## src/hw/rtl/i2crtm_pkg.sv

```systemverilog
// ----------------------------------------------------------------------------
// i2crtm_pkg
// Types, codes and helpers for the I2C register transaction master.
// ----------------------------------------------------------------------------
package i2crtm_pkg;

    typedef enum logic [1:0] {
        FUNC_NONE  = 2'd0,
        FUNC_WRITE = 2'd1,
        FUNC_READ  = 2'd2,
        FUNC_PROBE = 2'd3
    } func_t;

    typedef enum logic [3:0] {
        PH_IDLE   = 4'd0,
        PH_START  = 4'd1,
        PH_SADRW  = 4'd2,
        PH_AADRW  = 4'd3,
        PH_SREG   = 4'd4,
        PH_AREG   = 4'd5,
        PH_RSTART = 4'd6,
        PH_SADRR  = 4'd7,
        PH_AADRR  = 4'd8,
        PH_SDATA  = 4'd9,
        PH_ADATA  = 4'd10,
        PH_READ   = 4'd11,
        PH_MACK   = 4'd12,
        PH_STOP   = 4'd13
    } phase_t;

    typedef struct packed {
        phase_t     phase;
        logic [2:0] bit_index;
        logic [1:0] tick_in_bit;
        logic [7:0] shift_byte;
        logic [7:0] bytes_left;
        logic [6:0] saved_address;
        logic [7:0] saved_register;
        func_t      mode;
        logic       scl_out;
        logic       sda_out;
        logic       nack_seen;
    } seq_state_t;

    typedef struct packed {
        logic       data_taken;
        logic       rd_valid;
        logic [7:0] rd_data;
        logic       nack;
        logic       done_res;
        logic       busy_res;
        logic       sda_level;
        logic       scl_level;
    } result_t;

    localparam int unsigned IN_DATA_W  = 32;
    localparam int unsigned IN_USER_W  = 2;
    localparam int unsigned OUT_DATA_W = 16;

    // result bit positions inside m_tdata
    localparam int unsigned RB_SCL   = 0;
    localparam int unsigned RB_SDA   = 1;
    localparam int unsigned RB_BUSY  = 2;
    localparam int unsigned RB_DONE  = 3;
    localparam int unsigned RB_NACK  = 4;
    localparam int unsigned RB_RDV   = 13;
    localparam int unsigned RB_TAKEN = 14;

    localparam seq_state_t STATE_RESET = '{
        phase:          PH_IDLE,
        bit_index:      3'd0,
        tick_in_bit:    2'd0,
        shift_byte:     8'd0,
        bytes_left:     8'd0,
        saved_address:  7'd0,
        saved_register: 8'd0,
        mode:           FUNC_NONE,
        scl_out:        1'b1,
        sda_out:        1'b1,
        nack_seen:      1'b0
    };

    function automatic seq_state_t enter_phase(seq_state_t s, phase_t p);
        seq_state_t t;
        t = s;
        t.phase       = p;
        t.bit_index   = 3'd0;
        t.tick_in_bit = 2'd0;
        return t;
    endfunction

    // acknowledge phase that follows a byte send phase
    function automatic phase_t ack_phase_of(phase_t p);
        phase_t q;
        case (p)
            PH_SADRW: q = PH_AADRW;
            PH_SREG:  q = PH_AREG;
            PH_SADRR: q = PH_AADRR;
            default:  q = PH_ADATA;
        endcase
        return q;
    endfunction

endpackage

```

## src/hw/rtl/i2crtm_step.sv

```systemverilog
// ----------------------------------------------------------------------------
// i2crtm_step
// One bus tick of the transaction sequencer: next state and tick result.
// ----------------------------------------------------------------------------
module i2crtm_step (
    input  i2crtm_pkg::seq_state_t cur,
    input  logic [1:0]             func,
    input  logic [6:0]             dev_addr,
    input  logic [7:0]             reg_addr,
    input  logic [7:0]             byte_count,
    input  logic [7:0]             wr_data,
    input  logic                   sda_in,
    output i2crtm_pkg::seq_state_t nxt,
    output i2crtm_pkg::result_t    res
);
    import i2crtm_pkg::*;

    always_comb
    begin
        seq_state_t n;
        result_t    r;
        n = cur;
        r = '0;

        if (n.phase == PH_IDLE)
        begin
            n.scl_out = 1'b1;
            n.sda_out = 1'b1;
            if (func != FUNC_NONE)
            begin
                n.mode           = func_t'(func);
                n.saved_address  = dev_addr;
                n.saved_register = reg_addr;
                n.bytes_left     = byte_count;
                n.nack_seen      = 1'b0;
                n            = enter_phase(n, PH_START);
            end
        end

        case (n.phase)
            PH_START, PH_RSTART:
            begin
                if (n.tick_in_bit == 2'd0)
                begin
                    n.scl_out     = 1'b1;
                    n.sda_out     = 1'b1;
                    n.tick_in_bit = 2'd1;
                end
                else if (n.tick_in_bit == 2'd1)
                begin
                    n.sda_out     = 1'b0;
                    n.tick_in_bit = 2'd2;
                end
                else
                begin
                    n.scl_out = 1'b0;
                    n = enter_phase(n, (n.phase == PH_START) ? PH_SADRW : PH_SADRR);
                end
            end
            PH_SADRW, PH_SREG, PH_SADRR, PH_SDATA:
            begin
                if (n.tick_in_bit == 2'd0)
                begin
                    if (n.bit_index == 3'd0)
                    begin
                        case (n.phase)
                            PH_SADRW: n.shift_byte = {n.saved_address, 1'b0};
                            PH_SREG:  n.shift_byte = n.saved_register;
                            PH_SADRR: n.shift_byte = {n.saved_address, 1'b1};
                            default:
                            begin
                                n.shift_byte = wr_data;
                                r.data_taken = 1'b1;
                            end
                        endcase
                    end
                    n.scl_out     = 1'b0;
                    n.sda_out     = n.shift_byte[7];
                    n.tick_in_bit = 2'd1;
                end
                else if (n.tick_in_bit == 2'd1)
                begin
                    n.scl_out     = 1'b1;
                    n.tick_in_bit = 2'd2;
                end
                else
                begin
                    n.scl_out    = 1'b0;
                    n.shift_byte = {n.shift_byte[6:0], 1'b0};
                    if (n.bit_index == 3'd7)
                    begin
                        n.sda_out = 1'b1;
                        n = enter_phase(n, ack_phase_of(n.phase));
                    end
                    else
                    begin
                        n.bit_index   = n.bit_index + 3'd1;
                        n.tick_in_bit = 2'd0;
                    end
                end
            end
            PH_AADRW, PH_AREG, PH_AADRR, PH_ADATA:
            begin
                n.sda_out = 1'b1;
                if (n.tick_in_bit == 2'd0)
                begin
                    n.scl_out     = 1'b0;
                    n.tick_in_bit = 2'd1;
                end
                else if (n.tick_in_bit == 2'd1)
                begin
                    n.scl_out     = 1'b1;
                    n.nack_seen   = sda_in;
                    n.tick_in_bit = 2'd2;
                end
                else
                begin
                    n.scl_out = 1'b0;
                    if (n.nack_seen)
                        n = enter_phase(n, PH_STOP);
                    else
                    begin
                        case (n.phase)
                            PH_AADRW:
                                n = enter_phase(n, (n.mode == FUNC_PROBE) ? PH_STOP : PH_SREG);
                            PH_AREG:
                            begin
                                if (n.mode == FUNC_READ)
                                    n = enter_phase(n, PH_RSTART);
                                else
                                    n = enter_phase(n,
                                        (n.bytes_left != 8'd0) ? PH_SDATA : PH_STOP);
                            end
                            PH_AADRR:
                                n = enter_phase(n,
                                    (n.bytes_left != 8'd0) ? PH_READ : PH_STOP);
                            default:
                            begin
                                n.bytes_left = n.bytes_left - 8'd1;
                                n = enter_phase(n,
                                    (n.bytes_left != 8'd0) ? PH_SDATA : PH_STOP);
                            end
                        endcase
                    end
                end
            end
            PH_READ:
            begin
                n.sda_out = 1'b1;
                if (n.tick_in_bit == 2'd0)
                begin
                    n.scl_out     = 1'b1;
                    n.shift_byte  = {n.shift_byte[6:0], sda_in};
                    n.tick_in_bit = 2'd1;
                end
                else
                begin
                    n.scl_out = 1'b0;
                    if (n.bit_index == 3'd7)
                    begin
                        r.rd_valid = 1'b1;
                        r.rd_data  = n.shift_byte;
                        n = enter_phase(n, PH_MACK);
                    end
                    else
                    begin
                        n.bit_index   = n.bit_index + 3'd1;
                        n.tick_in_bit = 2'd0;
                    end
                end
            end
            PH_MACK:
            begin
                // last byte gets NACK, the others ACK
                n.sda_out = (n.bytes_left <= 8'd1);
                if (n.tick_in_bit == 2'd0)
                begin
                    n.scl_out     = 1'b0;
                    n.tick_in_bit = 2'd1;
                end
                else if (n.tick_in_bit == 2'd1)
                begin
                    n.scl_out     = 1'b1;
                    n.tick_in_bit = 2'd2;
                end
                else
                begin
                    n.scl_out    = 1'b0;
                    n.bytes_left = n.bytes_left - 8'd1;
                    n = enter_phase(n, (n.bytes_left != 8'd0) ? PH_READ : PH_STOP);
                end
            end
            PH_STOP:
            begin
                n.scl_out = 1'b1;
                if (n.tick_in_bit == 2'd0)
                begin
                    n.sda_out     = 1'b0;
                    n.tick_in_bit = 2'd1;
                end
                else
                begin
                    n.sda_out  = 1'b1;
                    r.done_res = 1'b1;
                    r.nack     = n.nack_seen;
                    n = enter_phase(n, PH_IDLE);
                end
            end
            default:
            begin
                n = n;
            end
        endcase

        r.scl_level = n.scl_out;
        r.sda_level = n.sda_out;
        r.busy_res  = (n.phase != PH_IDLE);

        nxt = n;
        res = r;
    end

endmodule

```

## src/hw/rtl/i2c_register_transaction_master_top.sv

```systemverilog
// ----------------------------------------------------------------------------
// i2c_register_transaction_master_top
// Pin-level I2C master for register write, register read and address probe.
// ----------------------------------------------------------------------------
//  channel | dir | tuser        | tdata
//  s_*     | in  | func         | dev_addr, reg_addr, byte_count, wr_data, sda_in
//  m_*     | out | -            | scl/sda levels, busy, done, nack, rd_data, ...
//
//  One item is one bus tick; one result item per input item.
//  An item is taken every cycle while s_tready is high; its result lands in
//  the output register in the next cycle. The sequencer state advances only
//  on an accepted item. When the output register is full and not drained,
//  s_tready drops. Reset releases both bus lines and returns the sequencer to idle.
// ----------------------------------------------------------------------------
module i2c_register_transaction_master_top (
    input  logic        clk,
    input  logic        rst_n,
    input  logic        s_tvalid,
    output logic        s_tready,
    // [6:0] dev_addr, [14:7] reg_addr, [22:15] byte_count, [30:23] wr_data,
    // [31] sda_in
    input  logic [31:0] s_tdata,
    // [1:0] func
    input  logic [1:0]  s_tuser,
    output logic        m_tvalid,
    input  logic        m_tready,
    // [0] scl_level, [1] sda_level, [2] busy_res, [3] done_res, [4] nack,
    // [12:5] rd_data, [13] rd_valid, [14] data_taken, [15] zero
    output logic [15:0] m_tdata
);
    import i2crtm_pkg::*;

    seq_state_t state_reg;
    seq_state_t state_next;
    result_t    res;
    result_t    res_reg;
    logic       m_tvalid_reg;
    logic       accept;

    assign s_tready = !m_tvalid_reg || m_tready;
    assign accept   = s_tvalid && s_tready;

    i2crtm_step u_step (
        .cur        (state_reg),
        .func       (s_tuser),
        .dev_addr   (s_tdata[6:0]),
        .reg_addr   (s_tdata[14:7]),
        .byte_count (s_tdata[22:15]),
        .wr_data    (s_tdata[30:23]),
        .sda_in     (s_tdata[31]),
        .nxt        (state_next),
        .res        (res)
    );

    always_ff @(posedge clk or negedge rst_n)
    begin
        if (!rst_n)
        begin
            state_reg    <= STATE_RESET;
            m_tvalid_reg <= 1'b0;
        end
        else
        begin
            if (accept)
            begin
                state_reg    <= state_next;
                m_tvalid_reg <= 1'b1;
            end
            else if (m_tready)
                m_tvalid_reg <= 1'b0;
        end
    end

    always_ff @(posedge clk)
    begin
        if (accept)
            res_reg <= res;
    end

    assign m_tvalid = m_tvalid_reg;
    assign m_tdata  = {1'b0, res_reg};

endmodule

```

## config.mk

```make
export PLATFORM = sky130hd
export DESIGN_NAME = i2c_register_transaction_master_top
export DESIGN_NICKNAME = d
export VERILOG_FILES = /design/src/hw/rtl/i2crtm_pkg.sv /design/src/hw/rtl/i2crtm_step.sv /design/src/hw/rtl/i2c_register_transaction_master_top.sv
export SDC_FILE = /design/constraint.sdc
export NUM_CORES = 1
export LEC_CHECK = 0
export BUFFER_PORTS_ARGS = -buffer_cell sky130_fd_sc_hd__buf_2
export CAP_MARGIN = 20
export CORE_UTILIZATION = 40
export CTS_CLUSTER_DIAMETER = 30
export CTS_CLUSTER_SIZE = 28
export DETAILED_ROUTE_END_ITERATION = 6
export HOLD_SLACK_MARGIN = 0.03
export PLACE_DENSITY = 0.65
export SKIP_CTS_REPAIR_TIMING = 1
export SLEW_MARGIN = 20
export SYNTH_ARGS = -nofsm -noshare
export SYNTH_HDL_FRONTEND = slang
export SYNTH_SLANG_ARGS = --single-unit
```

## constraint.sdc

```tcl
create_clock -name clk -period 7.16 [get_ports clk]
set_input_delay 0.716 -clock clk [delete_from_list [all_inputs] [get_ports clk]]
set_output_delay 0.716 -clock clk [all_outputs]
set_load 0.005 [all_outputs]
```

# After elaboration in Yosys (flattened, before gate mapping)
# Index checks and enable logic that the tools add are counted.
# totals
regBits,61
inputBits,38
output_inout_bits,18
word_cells,126
# op_classes
addsub,2
magnitude_cmp,1
eq_ne,17
mux,64
bitwise,3
n_reduce_logical,19
# op_table
cell,count
$pmux W45 S6,1
$mux W45,4
$pmux W45 S3,1
$mux W33,3
$mux W25,3
$mux W7,10
$eq A4 B4 Y1 const B,6
$pmux W8 S3,1
$mux W10,2
$mux W2,10
$mux W1,17
$eq A4 B3 Y1 const B,4
$reduce_bool A8 Y1,2
$mux W3,5
$mux W4,3
$pmux W4 S3,1
$mux W9,1
$eq A4 B2 Y1 const B,2
$le A8 B1 Y1 const B,1
$mux W8,1
$reduce_or A4 Y1,2
$sub A8 B1 Y8 const B,1
$reduce_or A2 Y1,3
$reduce_or A3 Y1,2
other kinds (16),20

# Logic depth before layout (Yosys ltp)
# Gate-level depths: netlist (run 1).
# depth
ltp_word,12
mapped_depth,16
ltp_nobuf,12

# Modules after synthesis
# Synthesis (run 1) repeated with hierarchy kept, for this count alone.
# hier_totals
cells_unflattened,523
hier_area_um2,4852.2
# by_module_without_submodules
mod,n_inst,cells_per_inst,area_per_inst_um2
i2crtm_step,1,407,2503.7
i2c_register_transaction_master_top,1,116,2348.5

# Worst setup path before layout (run 1)
# No wires, ideal clock.
# synth_timing
path_kind,flip-flop to flip-flop
start,register state_reg[43] (netlist name)
end,register res_reg (netlist bit m_tdata[1]) (data pin)
setup_time_ns,0.274
t_arrival_ns,3.386
required_time_ns,6.886
path_slack_ns,3.501
stages_incl_launch_ff,17
n_path_buf,4
synth_period_minus_slack_ns,3.659
cell_sequence,dfrtp_1 > buf_4 > nor4_4 > nand2_4 > buf_6 > clkbuf_1 > nand2_1 > inv_1 > ha_1 > ha_1 > clkbuf_1 > a21oi_1 > nor2_1 > a211oi_1 > a21oi_1 > a2111oi_1 > o21ai_0
# synth_lines
item,line,rtl
start: declaration,i2c_register_transaction_master_top.sv:33,seq_state_t state_reg;
start signal: assignment,i2c_register_transaction_master_top.sv:66,state_reg <= state_next;
end signal: assignment,i2c_register_transaction_master_top.sv:77,res_reg <= res;
end: declaration,i2c_register_transaction_master_top.sv:36,result_t res_reg;

==> results.ini, run 1 <==
[status]
status=completed

[clocking]
clock_sinks=61
clock_path_buffers=2
numCtsBuffers=9
clock_latency_ns=0.35
cts_tree=yes
clk_pin_slew_worst_paths_ns=0.08
cts_htree_levels=3
cts_root_buf=clkbuf_8

[place]
portBuffers=54
dp_hpwl_um=8700
routabilityCongestion=0.948

[synthesis]
synth_common_cells=dfrtp_1, nand2_1, a21oi_1
ys.flop_type=dfrtp_1
synthTopCellsByArea=dfrtp_1, edfxtp_1, mux2_2, a21oi_1, nand2_1
yosys.area.top_type=dfrtp_1
synthArstFlopShare_pct=75.4
avgSynthCellArea_um2=8.97
ys_seq_area_share_pct=37.5
synth-seq-cells=61
synth_cell_types=78
syn_area_mm2=0.00428
synth_fp_nets=523
synth-edff-count=15
netlist_instances=477
yosysTopAreaCellShare_pct=25.7
yosys_warnings=0

[floorplan]
io_pins=56
die_w_um=105
initial_utilization_pct=41.3
fp.coreArea_mm2=0.0104
rows=37
die_area_mm2=0.0111
die_h_um=105

[critical_path]
r2r-end=m_tdata[1]$_DFFE_PP_
crit_chain=buf_4 -> nor4_4 -> nand2_4 -> nand2_1 -> inv_1 -> ha_1 -> ha_1 -> a21oi_1 -> nor2_1 -> a211oi_1 -> a21oi_1 -> a2111oi_1 -> o21ai_0
path_buf_inv=2
critPathLaunchType=flop
crit_family=simple AND/OR/NAND/NOR gates
crit_type=reg -> reg
cp-end-kind=flop
worstSetupPathDepth=13
crit_fanout=39
r2r-start=state_reg[43]$_DFFE_PN0P_
cp.arrival_ns=4.23
crit_slowest_cell=nor4_4
critPathRequiredTime_ns=7.25
reg2reg_depth=13
r2r_slack_ns=3.02
critPathMaxStageDelay_ns=0.68

[global_routing]
use_met3_pct=5.19
grt_max_degree=47
overflow=0
busiest_layer=met2
grt_pass1_wl_um=19800
grt.met2_usage_pct=35.4
grt_usage_pct=23.0
first_global_vias=3678
antenna_found_initial=1
use_met1_pct=31.1

[finish]
num-nets-final=557
multiInputGateArea_mm2=0.00244
num-fill-cells=1008
drive_gt1_share_pct=22.7
area_delta_synth_final_pct=11.5
seq_area_mm2=0.00160
largest_reg_flops=45
final_util_pct=46.0
insertedDiodeCount=0

[timing]
max_freq_mhz=241
fin_hold_ws_ns=0.363
final_max_slew_viol_count=0
period_share_pct=57.8
finalSetupViolCount=0
finalCriticalPeriod_ns=4.14
worst_pin_slew_ns=0.851
finalHoldViolCount=0
rsz0062_at_grt=false
worst_clock_skew_ns=0.00660
max-slew-margin-rel_pct=43.1
setup_tns_ns=0

[routing]
drt_iter0_markers=330
vias_per_cell=6.14
wl_per_cell_um=19.1
first_pass_iters=5
postRouteAntennaNets=0
drc=0
vias=4001
drt_wl_total_um=12400

[worst_hold_path]
hold_path_class=in -> async

[job]
max-cap-violations=0

[power]
irDropWorstVdd_mv=0.189
powerDensity_mw_per_mm2=446
power_leakage_nw=1.96

[metal layers]
metal / up-vias / part of all wire [%]
met3: 33 / 7.8
li1: 1860 / -
met4: 2 / 2.7
met1: 1915 / 45
met2: 191 / 45
met5: - / 0.10
[where the power goes]
group          switching [mW]  internal (mW)  total [mW]  leakage [nW]
registers               0.107          0.492       0.599         0.717
logic                   0.764          0.444        1.21          1.15
clock network           0.160          0.162       0.322        0.0918
[metrics by stage]
step                      instances  instance area [µm²]  worst slack [ns]  power (mW)
after floorplan                 477                 4280              3.50        1.52
after global placement          636                 4570              3.27        1.77
after detailed placement        636                 4570              3.09        1.78
after CTS                       652                 4770              3.07        2.11
after global routing            652                 4770              2.66        2.28
final                           652                 4770              3.02        2.13
[placed cells by master, fill, tap and decap left out, drive strengths merged, types with 6 or more instances in the layout]
| cell type | instances |
|---|---|
| buf | 58 |
| nand2 | 45 |
| dfrtp | 44 |
| o21ai | 38 |
| a21oi | 35 |
| nor2 | 35 |
| mux2 | 23 |
| nand3 | 17 |
| edfxtp | 15 |
| inv | 15 |
| mux2i | 12 |
| nor3 | 12 |
| nand4 | 11 |
| and2 | 11 |
| a31oi | 11 |
| clkbuf | 9 |
| ha | 8 |
| o2bb2ai | 7 |
| nor4 | 7 |
| a211oi | 6 |
| o22ai | 6 |
[cells by family (layout without fill, tap and decap cells)]
| kind of cell | after synthesis | after routing | synth area share (%) |
|---|---|---|---|
| AND/OR/NAND/NOR | 166 | 166 | 20.3 |
| AO/OA/AOI/OAI | 151 | 151 | 24.4 |
| flip-flops | 61 | 61 | 37.5 |
| buffers and inverters | 50 | 89 | 5.47 |
| multiplexers | 35 | 35 | 8.86 |
| adder cells (fa/ha/maj) | 8 | 8 | 2.34 |
| XOR/XNOR | 5 | 5 | 1.02 |
| other | 1 | 1 | 0.0876 |
[worst reg2reg max path, delay by kind of cell, from the launching register on]
| kind | cells | cell delay (ns) |
|---|---|---|
| and+or+nand+nor | 4 | 1.36 |
| DFF | 1 | 0.37 |
| adders and majority gates | 2 | 0.54 |
| buffers and inverters | 2 | 0.36 |
| AOI/OAI and AO/OA | 5 | 1.26 |
[area by class of cell]
class / count / area share (%)
inverters: 15 / 1.18
clock inverters: 7 / 1.57
well taps: 136 / 3.56
repair buffers: 58 / 6.34
multi-input cells: 366 / 51.1
flip-flops and latches: 61 / 33.6
clock buffers: 9 / 2.60
[worst max-delay path by stage]
stage,slack (ns),from,end
floorplan,3.50,state_reg[43]$_DFFE_PN0P_,m_tdata[1]$_DFFE_PP_
global placement,3.27,state_reg[43]$_DFFE_PN0P_,m_tdata[1]$_DFFE_PP_
detailed placement,3.09,state_reg[43]$_DFFE_PN0P_,m_tdata[1]$_DFFE_PP_
CTS,3.07,state_reg[43]$_DFFE_PN0P_,m_tdata[1]$_DFFE_PP_
global route,2.66,state_reg[43]$_DFFE_PN0P_,m_tdata[1]$_DFFE_PP_
finish,3.02,state_reg[43]$_DFFE_PN0P_,m_tdata[1]$_DFFE_PP_
Note: power is estimated with default switching activity, not from simulation.
==> run 2, diff against run 1 <==
PLACE_DENSITY = 0.67   (was 0.65)
clock period = 3.3 ns   (was 7.16 ns; I/O delays follow)
==> results.ini, run 2 (synthesis gave the netlist of run 1 again) <==
[critical_path]
reg2reg_depth=10
crit_type=reg -> reg
critPathLaunchType=flop
r2r-start=state_reg[41]$_DFFE_PN0P_
cp-startpoint=state_reg[41]$_DFFE_PN0P_
r2r-end=m_tdata[2]$_DFFE_PP_
crit_end=m_tdata[2]$_DFFE_PP_
critPathRequiredTime_ns=3.38
cp.arrival_ns=3.13
cp-end-kind=flop
crit_fanout=10
r2r_slack_ns=0.25

[power]
powerDensity_mw_per_mm2=985
power_leakage_nw=2.05
irDropWorstVdd_mv=0.436

[clocking]
clk_pin_slew_worst_paths_ns=0.08
cts_root_buf=clkbuf_8
cts_htree_levels=3
clock_sinks=61
numCtsBuffers=9
cts_tree=yes
clock_path_buffers=2
clock_latency_ns=0.34

[timing]
finalHoldViolCount=0
period_share_pct=92.4
rsz0062_at_grt=false
finalWorstSetupSlack_ns=0.250
worst_pin_slew_ns=0.757
max-slew-margin-rel_pct=49.5
worst_clock_skew_ns=0.0128
finalSetupViolCount=0
setup_tns_ns=0
final_max_slew_viol_count=0
max_freq_mhz=328
finalCriticalPeriod_ns=3.05

[worst_hold_path]
hold_path_class=in -> async

[floorplan]
die_h_um=105
fp.coreArea_mm2=0.0104
die_area_mm2=0.0111
initial_utilization_pct=41.3
die_w_um=105
io_pins=56
rows=37

[routing]
wl_per_cell_um=19.4
postRouteAntennaNets=0
drt_wl_total_um=13000
first_pass_iters=5
vias=4078
drc=0
vias_per_cell=6.10
drt_iter0_markers=406

[global_routing]
antenna_found_initial=0
first_global_vias=3915
overflow=0
grt_pass1_wl_um=20800
grt_usage_pct=24.0
grt_max_degree=36

[finish]
insertedDiodeCount=0
final_common_cell=buf_2
area_delta_synth_final_pct=15.3
final_cell_mix=buf_2, dfrtp_1, nand2_1, nor2_1, a21oi_1
num-fill-cells=1022
drive_gt1_share_pct=25.7
num-nets-final=574
final_area_mm2=0.00493
largest_reg_flops=45

[place]
placed_area_mm2=0.00471
dp_slack_ns=0.258
routabilityCongestion=0.914
dp_hpwl_um=9300
portBuffers=54

[status]
status=completed

[job]
max-cap-violations=0

==> run 2: through the flow <==
step	hold WS [ns]	power, mW	instances	utilization [%]
floorplan	0.0344	3.33	477	-
global placement	0.443	3.99	653	45.4
global route	0.0993	5.18	669	47.6
detailed placement	0.449	4.03	653	45.4
CTS	0.0743	4.81	669	47.6
finish	0.0473	4.86	669	47.6
==> run 2: how the worst min path moves through the flow <==
stage / from / end / slack, ns / cells past startpoint
floorplan: rst_n / m_tvalid$_DFFE_PN0P_ / 0.03 / 0
global placement: rst_n / state_reg[32]$_DFFE_PN0P_ / 0.44 / 1
detailed placement: rst_n / state_reg[31]$_DFFE_PN0P_ / 0.45 / 1
CTS: rst_n / state_reg[31]$_DFFE_PN0P_ / 0.07 / 1
global route: rst_n / state_reg[31]$_DFFE_PN0P_ / 0.1 / 1
finish: rst_n / state_reg[31]$_DFFE_PN0P_ / 0.05 / 1
==> run 2: layout make-up <==
| class | count | area [µm²] | share of cell area (%) |
|---|---|---|---|
| clock inverters | 7 | 97.6 | 1.98 |
| inverters | 15 | 56.3 | 1.14 |
| clock buffers | 9 | 124 | 2.51 |
| multi-input cells | 366 | 2450 | 49.7 |
| flip-flops and latches | 61 | 1600 | 32.5 |
| well taps | 136 | 170 | 3.45 |
| repair buffers | 75 | 428 | 8.68 |
==> run 2: critical path: stages (launching register included) <==
cell,delay (ns)
dfrtp_1,0.46
nor4_4,0.35
nand2_4,0.17
mux2i_1,0.33
ha_1,0.38
nor2_1,0.08
o211ai_1,0.19
a32oi_1,0.17
a22oi_1,0.29
o221a_2,0.27
o2111ai_2,0.10
==> run 2: power breakdown <==
group | switching [mW] | internal [mW] | total (mW) | leakage [nW]
logic | 1.69 | 1.06 | 2.76 | 1.23
clock network | 0.338 | 0.428 | 0.766 | 0.106
registers | 0.267 | 1.07 | 1.33 | 0.717
total | 2.30 | 2.56 | 4.86 | 2.05
==> run 2: routing by layer <==
layer / track usage, % / part of all wire (%)
met5: 0 / 0
met4: 10.2 / 2.1
met3: 3.46 / 8.1
met2: 37.8 / 46
met1: 32.7 / 44
